File: src/design/staircase_light_timer_with_warning_unit_macros.svh
// Assertion helpers shared by the timer RTL.
`ifndef STAIRCASE_LIGHT_TIMER_WITH_WARNING_UNIT_MACROS_SVH
`define STAIRCASE_LIGHT_TIMER_WITH_WARNING_UNIT_MACROS_SVH

// Checks a condition at every clock edge outside reset.
`define SLTW_ASSERT(label, clk, rst_n, cond, msg) \
    label: assert property (@(posedge clk) disable iff (!rst_n) (cond)) else $error(msg);

// Checks that a trigger is followed by a consequence.
`define SLTW_ASSERT_2CYC(label, clk, rst_n, trig, cons, msg) \
    label: assert property (@(posedge clk) disable iff (!rst_n) \
        (trig) |-> ##2 (cons)) else $error(msg);

`endif

File: src/design/sltw_pkg.sv
`default_nettype none

package sltw_pkg;

    typedef enum logic [2:0] {
        OP_MS_TICK   = 3'd0,
        OP_BLINK     = 3'd1,
        OP_TOGGLE    = 3'd2,
        OP_RETRIGGER = 3'd3,
        OP_MINUS     = 3'd4,
        OP_PLUS      = 3'd5,
        OP_SAMPLE    = 3'd6
    } t_op;

    typedef enum logic [1:0] {
        CFG_MIN_ON_TIME = 2'd0,
        CFG_SPAN        = 2'd1,
        CFG_ADJUST_STEP = 2'd2
    } t_cfg_idx;

    localparam logic [14:0] MIN_ON_TIME_RST = 15'd8400;
    localparam logic [14:0] SPAN_RST        = 15'd6000;
    localparam logic [9:0]  ADJUST_STEP_RST = 10'd100;
    localparam logic [15:0] ON_TIME_RST     = 16'd11400;
    localparam logic [14:0] OFF_DELAY_RST   = 15'd3800;
    localparam logic [16:0] ELAPSED_MAX     = 17'd131071;

    // Reciprocal of 3 for a 16-bit dividend: (x * RECIP3) >> 17.
    localparam logic [16:0] RECIP3 = 17'h0AAAB;

    typedef struct packed {
        logic [2:0] operation;
        logic [7:0] pot_sample;
    } t_in;

    typedef struct packed {
        logic               lamp;
        logic               warning_lamp;
        logic [15:0]        on_time_now;
        logic signed [15:0] extension_now;
    } t_out;

endpackage

`default_nettype wire

File: src/design/staircase_light_timer_with_warning_unit.sv
// Staircase light timer with prewarning. Each input transaction is one event (millisecond
// tick, blink tick, toggle, retrigger, minus, plus or potentiometer sample) and yields one
// result transaction with the lamp, the warning lamp, the on-time and the extension as they
// stand after that event. Every event except a sample passes through an input register and
// one stage of update logic, so one transaction per cycle is sustained while the output is
// taken. A sample runs through a four-stage arithmetic pipeline (multiply by the span, divide
// by 255, add the minimum, divide by 3); the block holds off further input until the
// sample's result leaves the pipeline. Configuration writes are taken in any cycle; a new
// minimum or span is applied at the next sample.
`default_nettype none

`include "staircase_light_timer_with_warning_unit_macros.svh"

module staircase_light_timer_with_warning_unit
    import sltw_pkg::*;
(
    input  wire logic     i_clk,
    input  wire logic     i_rst_n,
    input  wire logic     i_in_valid,
    output logic          o_in_ready,
    input  wire t_in      i_in_data,
    output logic          o_out_valid,
    input  wire logic     i_out_ready,
    output t_out          o_out_data,
    input  wire logic     i_cfg_valid,
    output logic          o_cfg_ready,
    input  wire logic [1:0]  i_cfg_index,
    input  wire logic [14:0] i_cfg_data
);

    // Configuration
    logic [14:0] r_min_on;
    logic [14:0] r_span;
    logic [9:0]  r_step;

    // Timer state
    logic               r_lamp_on, n_lamp_on;
    logic               r_warn_en, n_warn_en;
    logic               r_warn_lvl, n_warn_lvl;
    logic [16:0]        r_elapsed, n_elapsed;
    logic [15:0]        r_on_time, n_on_time;
    logic [14:0]        r_off_delay, n_off_delay;
    logic signed [15:0] r_ext, n_ext;

    // Input and output registers
    logic r_in_vld;
    t_in  r_in;
    logic r_out_vld;
    t_out r_out;

    // Sample pipeline
    logic [3:0]  r_smp_vld;
    logic [22:0] r_prod;
    logic [15:0] r_qest;
    logic [15:0] r_smp_ont;
    logic [32:0] r_mul3;

    logic out_free;
    logic item_ok;
    logic consume;
    logic smp_start;

    logic [23:0]        qsum;
    logic [23:0]        rem;
    logic [15:0]        q_fix;
    logic signed [18:0] limit;
    logic signed [18:0] elapsed_s;
    logic signed [17:0] ext_wide;

    assign out_free  = !r_out_vld || i_out_ready;
    assign item_ok   = (r_in.operation != OP_SAMPLE) || r_smp_vld[3];
    assign consume   = r_in_vld && item_ok && out_free;
    assign smp_start = r_in_vld && (r_in.operation == OP_SAMPLE) && (r_smp_vld == 4'd0);

    assign o_in_ready  = !r_in_vld || consume;
    assign o_out_valid = r_out_vld;
    assign o_out_data  = r_out;
    assign o_cfg_ready = 1'b1;

    // Quotient estimate for p / 255 using 1/255 = 1/256 + 1/65536 + ...; it falls short by
    // at most a few counts, which the remainder compares put right.
    assign qsum  = {1'b0, r_prod} + {9'd0, r_prod[22:8]} + {17'd0, r_prod[22:16]};
    assign rem   = {1'b0, r_prod} - ({r_qest, 8'd0} - {8'd0, r_qest});
    assign q_fix = r_qest + 16'(rem >= 24'd255) + 16'(rem >= 24'd510) + 16'(rem >= 24'd765);

    assign limit     = $signed({3'b000, r_on_time}) + $signed({4'b0000, r_off_delay})
                     + $signed({{3{r_ext[15]}}, r_ext});
    assign elapsed_s = $signed({2'b00, r_elapsed});

    always_comb begin
        n_lamp_on   = r_lamp_on;
        n_warn_en   = r_warn_en;
        n_warn_lvl  = r_warn_lvl;
        n_elapsed   = r_elapsed;
        n_on_time   = r_on_time;
        n_off_delay = r_off_delay;
        n_ext       = r_ext;
        ext_wide    = $signed({{2{r_ext[15]}}, r_ext});
        case (r_in.operation)
            OP_MS_TICK: begin
                if (r_lamp_on) begin
                    n_warn_en = (r_elapsed >= {1'b0, r_on_time});
                    if (elapsed_s >= limit) begin
                        n_lamp_on  = 1'b0;
                        n_warn_en  = 1'b0;
                        n_warn_lvl = 1'b0;
                        n_elapsed  = '0;
                    end else if (r_elapsed < ELAPSED_MAX) begin
                        n_elapsed = r_elapsed + 17'd1;
                    end
                end
            end
            OP_BLINK: begin
                n_warn_lvl = r_warn_en ? !r_warn_lvl : 1'b0;
            end
            OP_TOGGLE: begin
                n_lamp_on = !r_lamp_on;
                n_elapsed = '0;
                if (r_lamp_on) begin
                    n_warn_en  = 1'b0;
                    n_warn_lvl = 1'b0;
                end
            end
            OP_RETRIGGER: begin
                if (r_lamp_on) begin
                    n_elapsed = '0;
                end
            end
            OP_MINUS, OP_PLUS: begin
                if (r_in.operation == OP_PLUS) begin
                    ext_wide = ext_wide + $signed({8'd0, r_step});
                end else begin
                    ext_wide = ext_wide - $signed({8'd0, r_step});
                end
                if (ext_wide > 18'sd32767) begin
                    n_ext = 16'sh7FFF;
                end else if (ext_wide < -18'sd32768) begin
                    n_ext = 16'sh8000;
                end else begin
                    n_ext = ext_wide[15:0];
                end
            end
            OP_SAMPLE: begin
                n_on_time   = r_smp_ont;
                n_off_delay = r_mul3[31:17];
            end
            default: begin
            end
        endcase
    end

    always_ff @(posedge i_clk) begin
        if (!i_rst_n) begin
            r_min_on    <= MIN_ON_TIME_RST;
            r_span      <= SPAN_RST;
            r_step      <= ADJUST_STEP_RST;
            r_lamp_on   <= 1'b0;
            r_warn_en   <= 1'b0;
            r_warn_lvl  <= 1'b0;
            r_elapsed   <= '0;
            r_on_time   <= ON_TIME_RST;
            r_off_delay <= OFF_DELAY_RST;
            r_ext       <= '0;
            r_in_vld    <= 1'b0;
            r_out_vld   <= 1'b0;
            r_smp_vld   <= '0;
        end else begin
            if (i_cfg_valid) begin
                case (i_cfg_index)
                    CFG_MIN_ON_TIME: r_min_on <= i_cfg_data;
                    CFG_SPAN:        r_span   <= i_cfg_data;
                    CFG_ADJUST_STEP: r_step   <= i_cfg_data[9:0];
                    default: begin
                    end
                endcase
            end

            if (o_in_ready) begin
                r_in_vld <= i_in_valid;
            end

            if (consume) begin
                r_lamp_on   <= n_lamp_on;
                r_warn_en   <= n_warn_en;
                r_warn_lvl  <= n_warn_lvl;
                r_elapsed   <= n_elapsed;
                r_on_time   <= n_on_time;
                r_off_delay <= n_off_delay;
                r_ext       <= n_ext;
                r_out_vld   <= 1'b1;
            end else if (i_out_ready) begin
                r_out_vld <= 1'b0;
            end

            // One sample in flight at a time; the last stage waits until its result is taken.
            r_smp_vld[0] <= smp_start;
            r_smp_vld[1] <= r_smp_vld[0];
            r_smp_vld[2] <= r_smp_vld[1];
            r_smp_vld[3] <= r_smp_vld[2] || (r_smp_vld[3] && !consume);
        end
    end

    always_ff @(posedge i_clk) begin
        if (o_in_ready) begin
            r_in <= i_in_data;
        end
        if (consume) begin
            r_out.lamp          <= n_lamp_on;
            r_out.warning_lamp  <= n_warn_lvl;
            r_out.on_time_now   <= n_on_time;
            r_out.extension_now <= n_ext;
        end
        if (smp_start) begin
            r_prod <= 23'(r_in.pot_sample) * 23'(r_span);
        end
        if (r_smp_vld[0]) begin
            r_qest <= qsum[23:8];
        end
        if (r_smp_vld[1]) begin
            r_smp_ont <= 16'(q_fix + {1'b0, r_min_on});
        end
        if (r_smp_vld[2]) begin
            r_mul3 <= 33'(r_smp_ont) * 33'(RECIP3);
        end
    end

    `SLTW_ASSERT(a_smp_single, i_clk, i_rst_n, $onehot0(r_smp_vld),
        "more than one sample in the arithmetic pipeline")

    `SLTW_ASSERT(a_lamp_off_clean, i_clk, i_rst_n,
        !r_lamp_on |-> (!r_warn_en && !r_warn_lvl && (r_elapsed == 17'd0)),
        "warning or count active while the lamp is off")

    `SLTW_ASSERT(a_off_delay_third, i_clk, i_rst_n,
        ((18'(r_off_delay) * 18'd3) <= 18'(r_on_time)),
        "warning delay exceeds a third of the on-time")

    `SLTW_ASSERT_2CYC(a_smp_launch, i_clk, i_rst_n,
        (i_in_valid && o_in_ready && (i_in_data.operation == OP_SAMPLE)), r_smp_vld[0],
        "accepted sample did not enter the arithmetic pipeline")

endmodule

`default_nettype wire
File: config.mk
export PLATFORM = sky130hd
export DESIGN_NAME = staircase_light_timer_with_warning_unit
export DESIGN_NICKNAME = d
export VERILOG_FILES = /design/src/design/sltw_pkg.sv /design/src/design/staircase_light_timer_with_warning_unit.sv
export VERILOG_INCLUDE_DIRS = /design/src /design/src/design
export SDC_FILE = /design/constraint.sdc
export NUM_CORES = 1
export LEC_CHECK = 0
export BUFFER_PORTS_ARGS = -buffer_cell sky130_fd_sc_hd__buf_2
export CORE_MARGIN = 2
export CORE_UTILIZATION = 50
export DETAILED_ROUTE_END_ITERATION = 8
export PLACE_DENSITY = 0.66
export REMOVE_ABC_BUFFERS = 1
export SKIP_LAST_GASP = 1
export SYNTH_ARGS = -nofsm -noshare
export SYNTH_HDL_FRONTEND = slang
export SYNTH_SLANG_ARGS = --single-unit
File: constraint.sdc
create_clock -name i_clk -period 6.2 [get_ports i_clk]
set_input_delay 1.24 -clock i_clk [delete_from_list [all_inputs] [get_ports i_clk]]
set_output_delay 1.24 -clock i_clk [all_outputs]
set_load 0.03 [all_outputs]
* Word-level counts from Yosys, hierarchy flattened
Index checks and enable logic that the tools add are counted.
** Operators by class
- Add/subtract/negate cells :: 13
- Multipliers :: 2
- Div/mod/pow operators :: 0
- $lt $le $gt $ge :: 8
- Eq/ne operators :: 13
- Shifts and indexed selects :: 0
- Multiplexer cells :: 25
- Bitwise gates (word level) :: 0
- Reduce and logical (&&, ||, !) cells :: 27
** Operators with widths (count)
- $mux W17 :: 4
- $mux W16 :: 4
- $pmux W17 S3 :: 1
- $add A16 B1 Y16 :: 3
- $mux W18 :: 2
- $mul A16 B16 Y32 const B :: 1
- $add A23 B15 Y24 :: 1
- $add A24 B7 Y24 :: 1
- $ge A24 B10 Y1 const B :: 1
- $ge A24 B8 Y1 const B :: 1
- $ge A24 B9 Y1 const B :: 1
- $sub A23 B24 Y24 :: 1
- $sub A24 B16 Y24 :: 1
- $mul A8 B15 Y23 :: 1
- $add A18 B16 Y19 :: 1
- $ge A18 B19 Y1 :: 1
- $gt A18 B16 Y1 const B :: 1
- $lt A18 B16 Y1 const B :: 1
- $add A16 B11 Y17 :: 1
- $add A16 B15 Y17 :: 1
- $add A17 B1 Y17 const B :: 1
- $ge A17 B16 Y1 :: 1
- $lt A17 B17 Y1 const B :: 1
- $sub A16 B11 Y17 :: 1
- other kinds (23) :: 55
** Storage, ports and cells
- Flip-flop bits (word level) :: 245
- Latch bits :: 0
- Memory bits (writable) :: 0
- Memory bits (read-only) :: 0
- Input bits :: 33
- Output and inout port bits :: 37
- Memories kept :: 0

* Longest topological paths before layout
- Depth in word-level cells :: 7
- Depth in mapped cells :: 33
- Mapped depth without buffers :: 31

* Least setup slack after synthesis
OpenSTA, ideal clock, no wires.
- Kind :: register to register
- From :: reg r_prod[10]
- To :: reg r_smp_ont[14] (data pin)
- Setup time :: 0.281 ns
- Arrival time :: 5.869 ns
- Data required time :: 5.919 ns
- Path slack :: 0.051 ns
- Cell stages (with the launch flop) :: 27
- Cell sequence :: edfxtp_1 -> inv_1 -> fa_1 -> inv_1 -> ha_1 -> a21o_1 -> a21o_1 -> a21oi_1 -> o21ai_1 -> o31a_1 -> o311a_1 -> a2111oi_0 -> o2111ai_1 -> a21o_1 -> fa_1 -> fa_1 -> inv_1 -> fa_1 -> nor2b_1 -> o21ai_0 -> a21boi_0 -> o21ai_1 -> a21boi_0 -> o21ai_1 -> a21oi_1 -> o41ai_1 -> o211ai_1
** Between the ends
- Longest elaborated chain between the ends :: 6
- Elaborated cells between the ends (all ways) :: 8
- Classes of those cells :: add/sub: 5; order compare: 3
** RTL lines
- start: declaration :: RTL line staircase_light_timer_with_warning_unit.sv:53 : logic [22:0] r_prod;
- start signal: assignment :: RTL line staircase_light_timer_with_warning_unit.sv:214 : r_prod <= 23'(r_in.pot_sample) * 23'(r_span);
- $sub A23 B24 Y24 (*) :: RTL line staircase_light_timer_with_warning_unit.sv:83 : assign rem = {1'b0, r_prod} - ({r_qest, 8'd0} - {8'd0, r_qest});
- $ge A24 B8 Y1 :: RTL line staircase_light_timer_with_warning_unit.sv:84 : assign q_fix = r_qest + 16'(rem >= 24'd255) + 16'(rem >= 24'd510) + 16'(rem >= 24'd765);
- $add A16 B1 Y16 (2 in series) :: RTL line staircase_light_timer_with_warning_unit.sv:84
- $add A16 B1 Y16 (*) :: RTL line staircase_light_timer_with_warning_unit.sv:84
- $add A16 B15 Y16 (*) :: RTL line staircase_light_timer_with_warning_unit.sv:220 : r_smp_ont <= 16'(q_fix + {1'b0, r_min_on});
- end signal: assignment :: RTL line staircase_light_timer_with_warning_unit.sv:220
- end: declaration :: RTL line staircase_light_timer_with_warning_unit.sv:55 : logic [15:0] r_smp_ont;
Mark *: on every way between the ends. The rest lies on a longest branch, timed or not.
A chain may end at the register's enable or synchronous reset.

* Worst setup path in the final report
- From :: reg r_qest[8]
- To :: reg r_smp_ont[14] (data pin)
** Between the ends
- Longest elaborated chain between the ends :: 7
- Elaborated cells between the ends (all ways) :: 9
- Classes of those cells :: add/sub: 6; order compare: 3
** RTL lines
- start: declaration :: RTL line staircase_light_timer_with_warning_unit.sv:54 : logic [15:0] r_qest;
- start signal: assignment :: RTL line staircase_light_timer_with_warning_unit.sv:217 : r_qest <= qsum[23:8];
- $sub A24 B16 Y24 :: RTL line staircase_light_timer_with_warning_unit.sv:83
- $sub A23 B24 Y24 :: RTL line staircase_light_timer_with_warning_unit.sv:83
- $ge A24 B8 Y1 :: RTL line staircase_light_timer_with_warning_unit.sv:84
- $add A16 B1 Y16 (2 in series) :: RTL line staircase_light_timer_with_warning_unit.sv:84
- $add A16 B1 Y16 (*) :: RTL line staircase_light_timer_with_warning_unit.sv:84
- $add A16 B15 Y16 (*) :: RTL line staircase_light_timer_with_warning_unit.sv:220
Marks and branches as above.

==> run_results.csv <==
group,metric,value,unit
outcome,status,"finished, final reports clean",
logic_synthesis,synthDistinctLibCells,82,
detailed_routing,drt_iter0_markers,1122,
clocking,clock_sinks,228,
critical_path,path_buf_inv,4,
critical_path,crit_arrival,6420,ps
detailed_routing,drcViolationCount,0,
critical_path,crit_path_max_fanout,4,
timing,fin_ws,47.1,ps
timing,max_freq,163,MHz
global_route,overflow,0,
detailed_routing,wl,59.8,mm
timing,fin_crit_sh,99.2,%
timing,period_minus_slack,6150,ps
final_layout,layout-drive-gt1-share,11.9,%
timing,hold_viol,0,
floorplanning,core_area,45400,um2
timing,slew_viol_final,0,
clocking,numCtsBuffers,26,
pwr,pwr_density_cell,248,nW/um2
detailed_routing,routed_via_density,5.60,
placed_design,placed_area,24500,um2
logic_synthesis,synth_area_leaders,"ha_1, fa_1, edfxtp_1",
pwr,p_total,6.42,mW
worst_hold_path,hp-class,"flip-flop to flip-flop",
logic_synthesis,synth_cells,2512,
flow_run,cap_violations,0,
timing,rsz0062_at_grt,"yes",
logic_synthesis,synth_top_area_share,18.6,%
pwr,p_leak,12.3,nW
final_layout,nets,3216,
clocking,cts-root-buf,"clkbuf_16",
timing,worstMarginPinSlew,1020,ps
timing,setup_viol_count_final,0,
floorplanning,start_util,50.6,%
logic_synthesis,synthArstFlopShare,0,%
critical_path,crit_type,"flip-flop to flip-flop",
final_layout,fin_util,57.1,%
floorplanning,num_io_pins,70,
logic_synthesis,ys_seq_elements,228,
final_layout,final_common_cell,"inv_1",
critical_path,startpoint_type,"flip-flop",
logic_synthesis,synth_largest_area_cell,"ha_1",
detailed_routing,vias,18400,
critical_path,critPathRequiredTime,6470,ps
logic_synthesis,synth_edf_count,115,
clocking,cts_tree,"yes",
timing,skew,10.8,ps
global_route,antenna_found_initial,0,
logic_synthesis,syn_area,22900,um2
floorplanning,die_area,47600,um2
detailed_routing,wl_per_cell,18.2,um
detailed_routing,antenna_left,0,
clocking,clkTransAtPathRegs,60,ps
timing,fin_hold_ws,467,ps
clocking,ctsHoldBuffers,0,
final_layout,area_growth_syn_to_layout,13.0,%
placed_design,pre_cts_ws,-213,ps
floorplanning,die_w,218,um
floorplanning,die_h,218,um
placed_design,gp_congestion,0.920,
clocking,cts.path.max_buffers,3,
critical_path,endpoint_kind,"flip-flop",
final_layout,antennaDiodeCount,0,
placed_design,dpl.hpwl,47.7,mm
final_layout,finalInstanceArea,25900,um2
floorplanning,num_rows,78,
clocking,clk_latency,550,ps
logic_synthesis,yosysSeqAreaShare,24.9,%
global_route,grt_pass1_wl,98.0,mm
final_layout,final_cell_mix,"inv_1, ha_1, nand2_1",
critical_path,crit_family,"compound AO/OA/AOI/OAI gates",
global_route,track_usage,25.8,%
critical_path,critical-path-max-stage-delay,570,ps
global_route,grt_pass1_vias,18800,
logic_synthesis,avgSynthCellArea,9.13,um2
logic_synthesis,ys_warn_count,0,
pwr,ir_drop,0.000287,V
timing,slew_headroom,32.2,%
logic_synthesis,synthFlopType,"edfxtp_1",
placed_design,port_buffers,68,
detailed_routing,drtPass1Iterations,5,
global_route,grt_max_degree,50,
critical_path,cp_slowest_cell,"fa_1",
clocking,htree_levels,1,
==> stage by stage <==
stage,cells,TNS (ps)
global route,3282,-1090
global placement,3213,-127
floorplan,2448,-2420
CTS,3271,0
detailed placement,3213,-2390
finish,3282,0
==> power breakdown <==
group / total, mW / switching, mW / internal (mW)
clock: 1.66 / 0.651 / 1.01
sequential: 1.85 / 0.0858 / 1.77
combinational: 2.91 / 1.68 / 1.22
==> layout make-up <==
type,instances,area (um2)
Inverter,365,1370
Timing Repair Buffer,186,1230
Sequential cell,228,5720
Tap cell,600,751
Multi-Input combinational cell,1855,15900
Fill cell,4073,19500
Clock buffer,35,747
Clock inverter,13,173
==> worst register-to-register path, delay by kind of cell, from the launching register on <==
kind | cells | cell delay [ps]
AOI/OAI and AO/OA | 15 | 2770
adders and majority gates | 5 | 1890
and+or+nand+nor | 4 | 530
DFF | 1 | 370
buffers and inverters | 4 | 310
==> flip-flops by register name, summed over array words and instances, names as in the netlist, 4 cells and up <==
| register | count |
|---|---|
| o_out_data | 34 |
| r_prod | 23 |
| r_elapsed | 17 |
| r_ext | 16 |
| r_on_time | 16 |
| r_qest | 16 |
| r_smp_ont | 16 |
| r_min_on | 15 |
| r_mul3 | 15 |
| r_off_delay | 15 |
| r_span | 15 |
| r_in | 11 |
| r_step | 10 |
| r_smp_vld | 4 |
==> logic make-up (layout without fill, tap and decap cells) <==
group / Yosys count / in the layout / synth area share, %
simple gates: 743 / 743 / 15.4
other cells: 1 / 1 / 0.0163
buf+inv: 429 / 599 / 7.07
xor+xnor: 105 / 105 / 4.01
compound gates: 468 / 468 / 13.5
fa+ha+maj: 530 / 530 / 34.7
flops: 228 / 228 / 24.9
mux: 8 / 8 / 0.382
==> final timing paths <==
kind                   startpoint                     endpoint  slack (ps)  cells past startpoint
max           r_qest[8]$_DFFE_PP_      r_smp_ont[14]$_DFFE_PP_          50                     28
min          r_mul3[23]$_DFFE_PP_  r_off_delay[6]$_SDFFE_PN1P_         470                      2
max reg2reg   r_qest[8]$_DFFE_PP_      r_smp_ont[14]$_DFFE_PP_          50                     28
min reg2reg  r_mul3[23]$_DFFE_PP_  r_off_delay[6]$_SDFFE_PN1P_         470                      2
==> Yosys cell counts, types with 10 or more instances <==
library cell,n
a211oi_1,25
a21o_1,39
a21oi_1,135
a32o_1,14
and2_1,72
and3_1,17
clkbuf_1,51
dfxtp_1,113
edfxtp_1,115
fa_1,180
ha_1,341
inv_1,364
nand2_1,304
nand2b_1,29
nand3_1,57
nand4_1,11
nor2_1,122
nor2b_1,29
nor3_1,40
nor3b_1,15
nor4_1,10
o211ai_1,22
o21a_1,20
o21ai_0,64
o21ai_1,44
o31ai_1,12
or3_1,11
xnor2_1,63
xor2_1,42
==> metal layers <==
layer	track usage, %	share of wire, %
met1	34.2	44
met2	44.4	49
met3	3.16	4.6
met5	0	0
met4	7.14	2.7
==> repair_timing <==
action,4_1_cts,5_1_grt
setup endpoints to repair,20,33
setup buffers,8,12
pin swaps,18,37
cloned,2,0
resized for setup,22,58
hold endpoints to repair,0,0
Note: power is estimated with default switching activity, not from simulation.
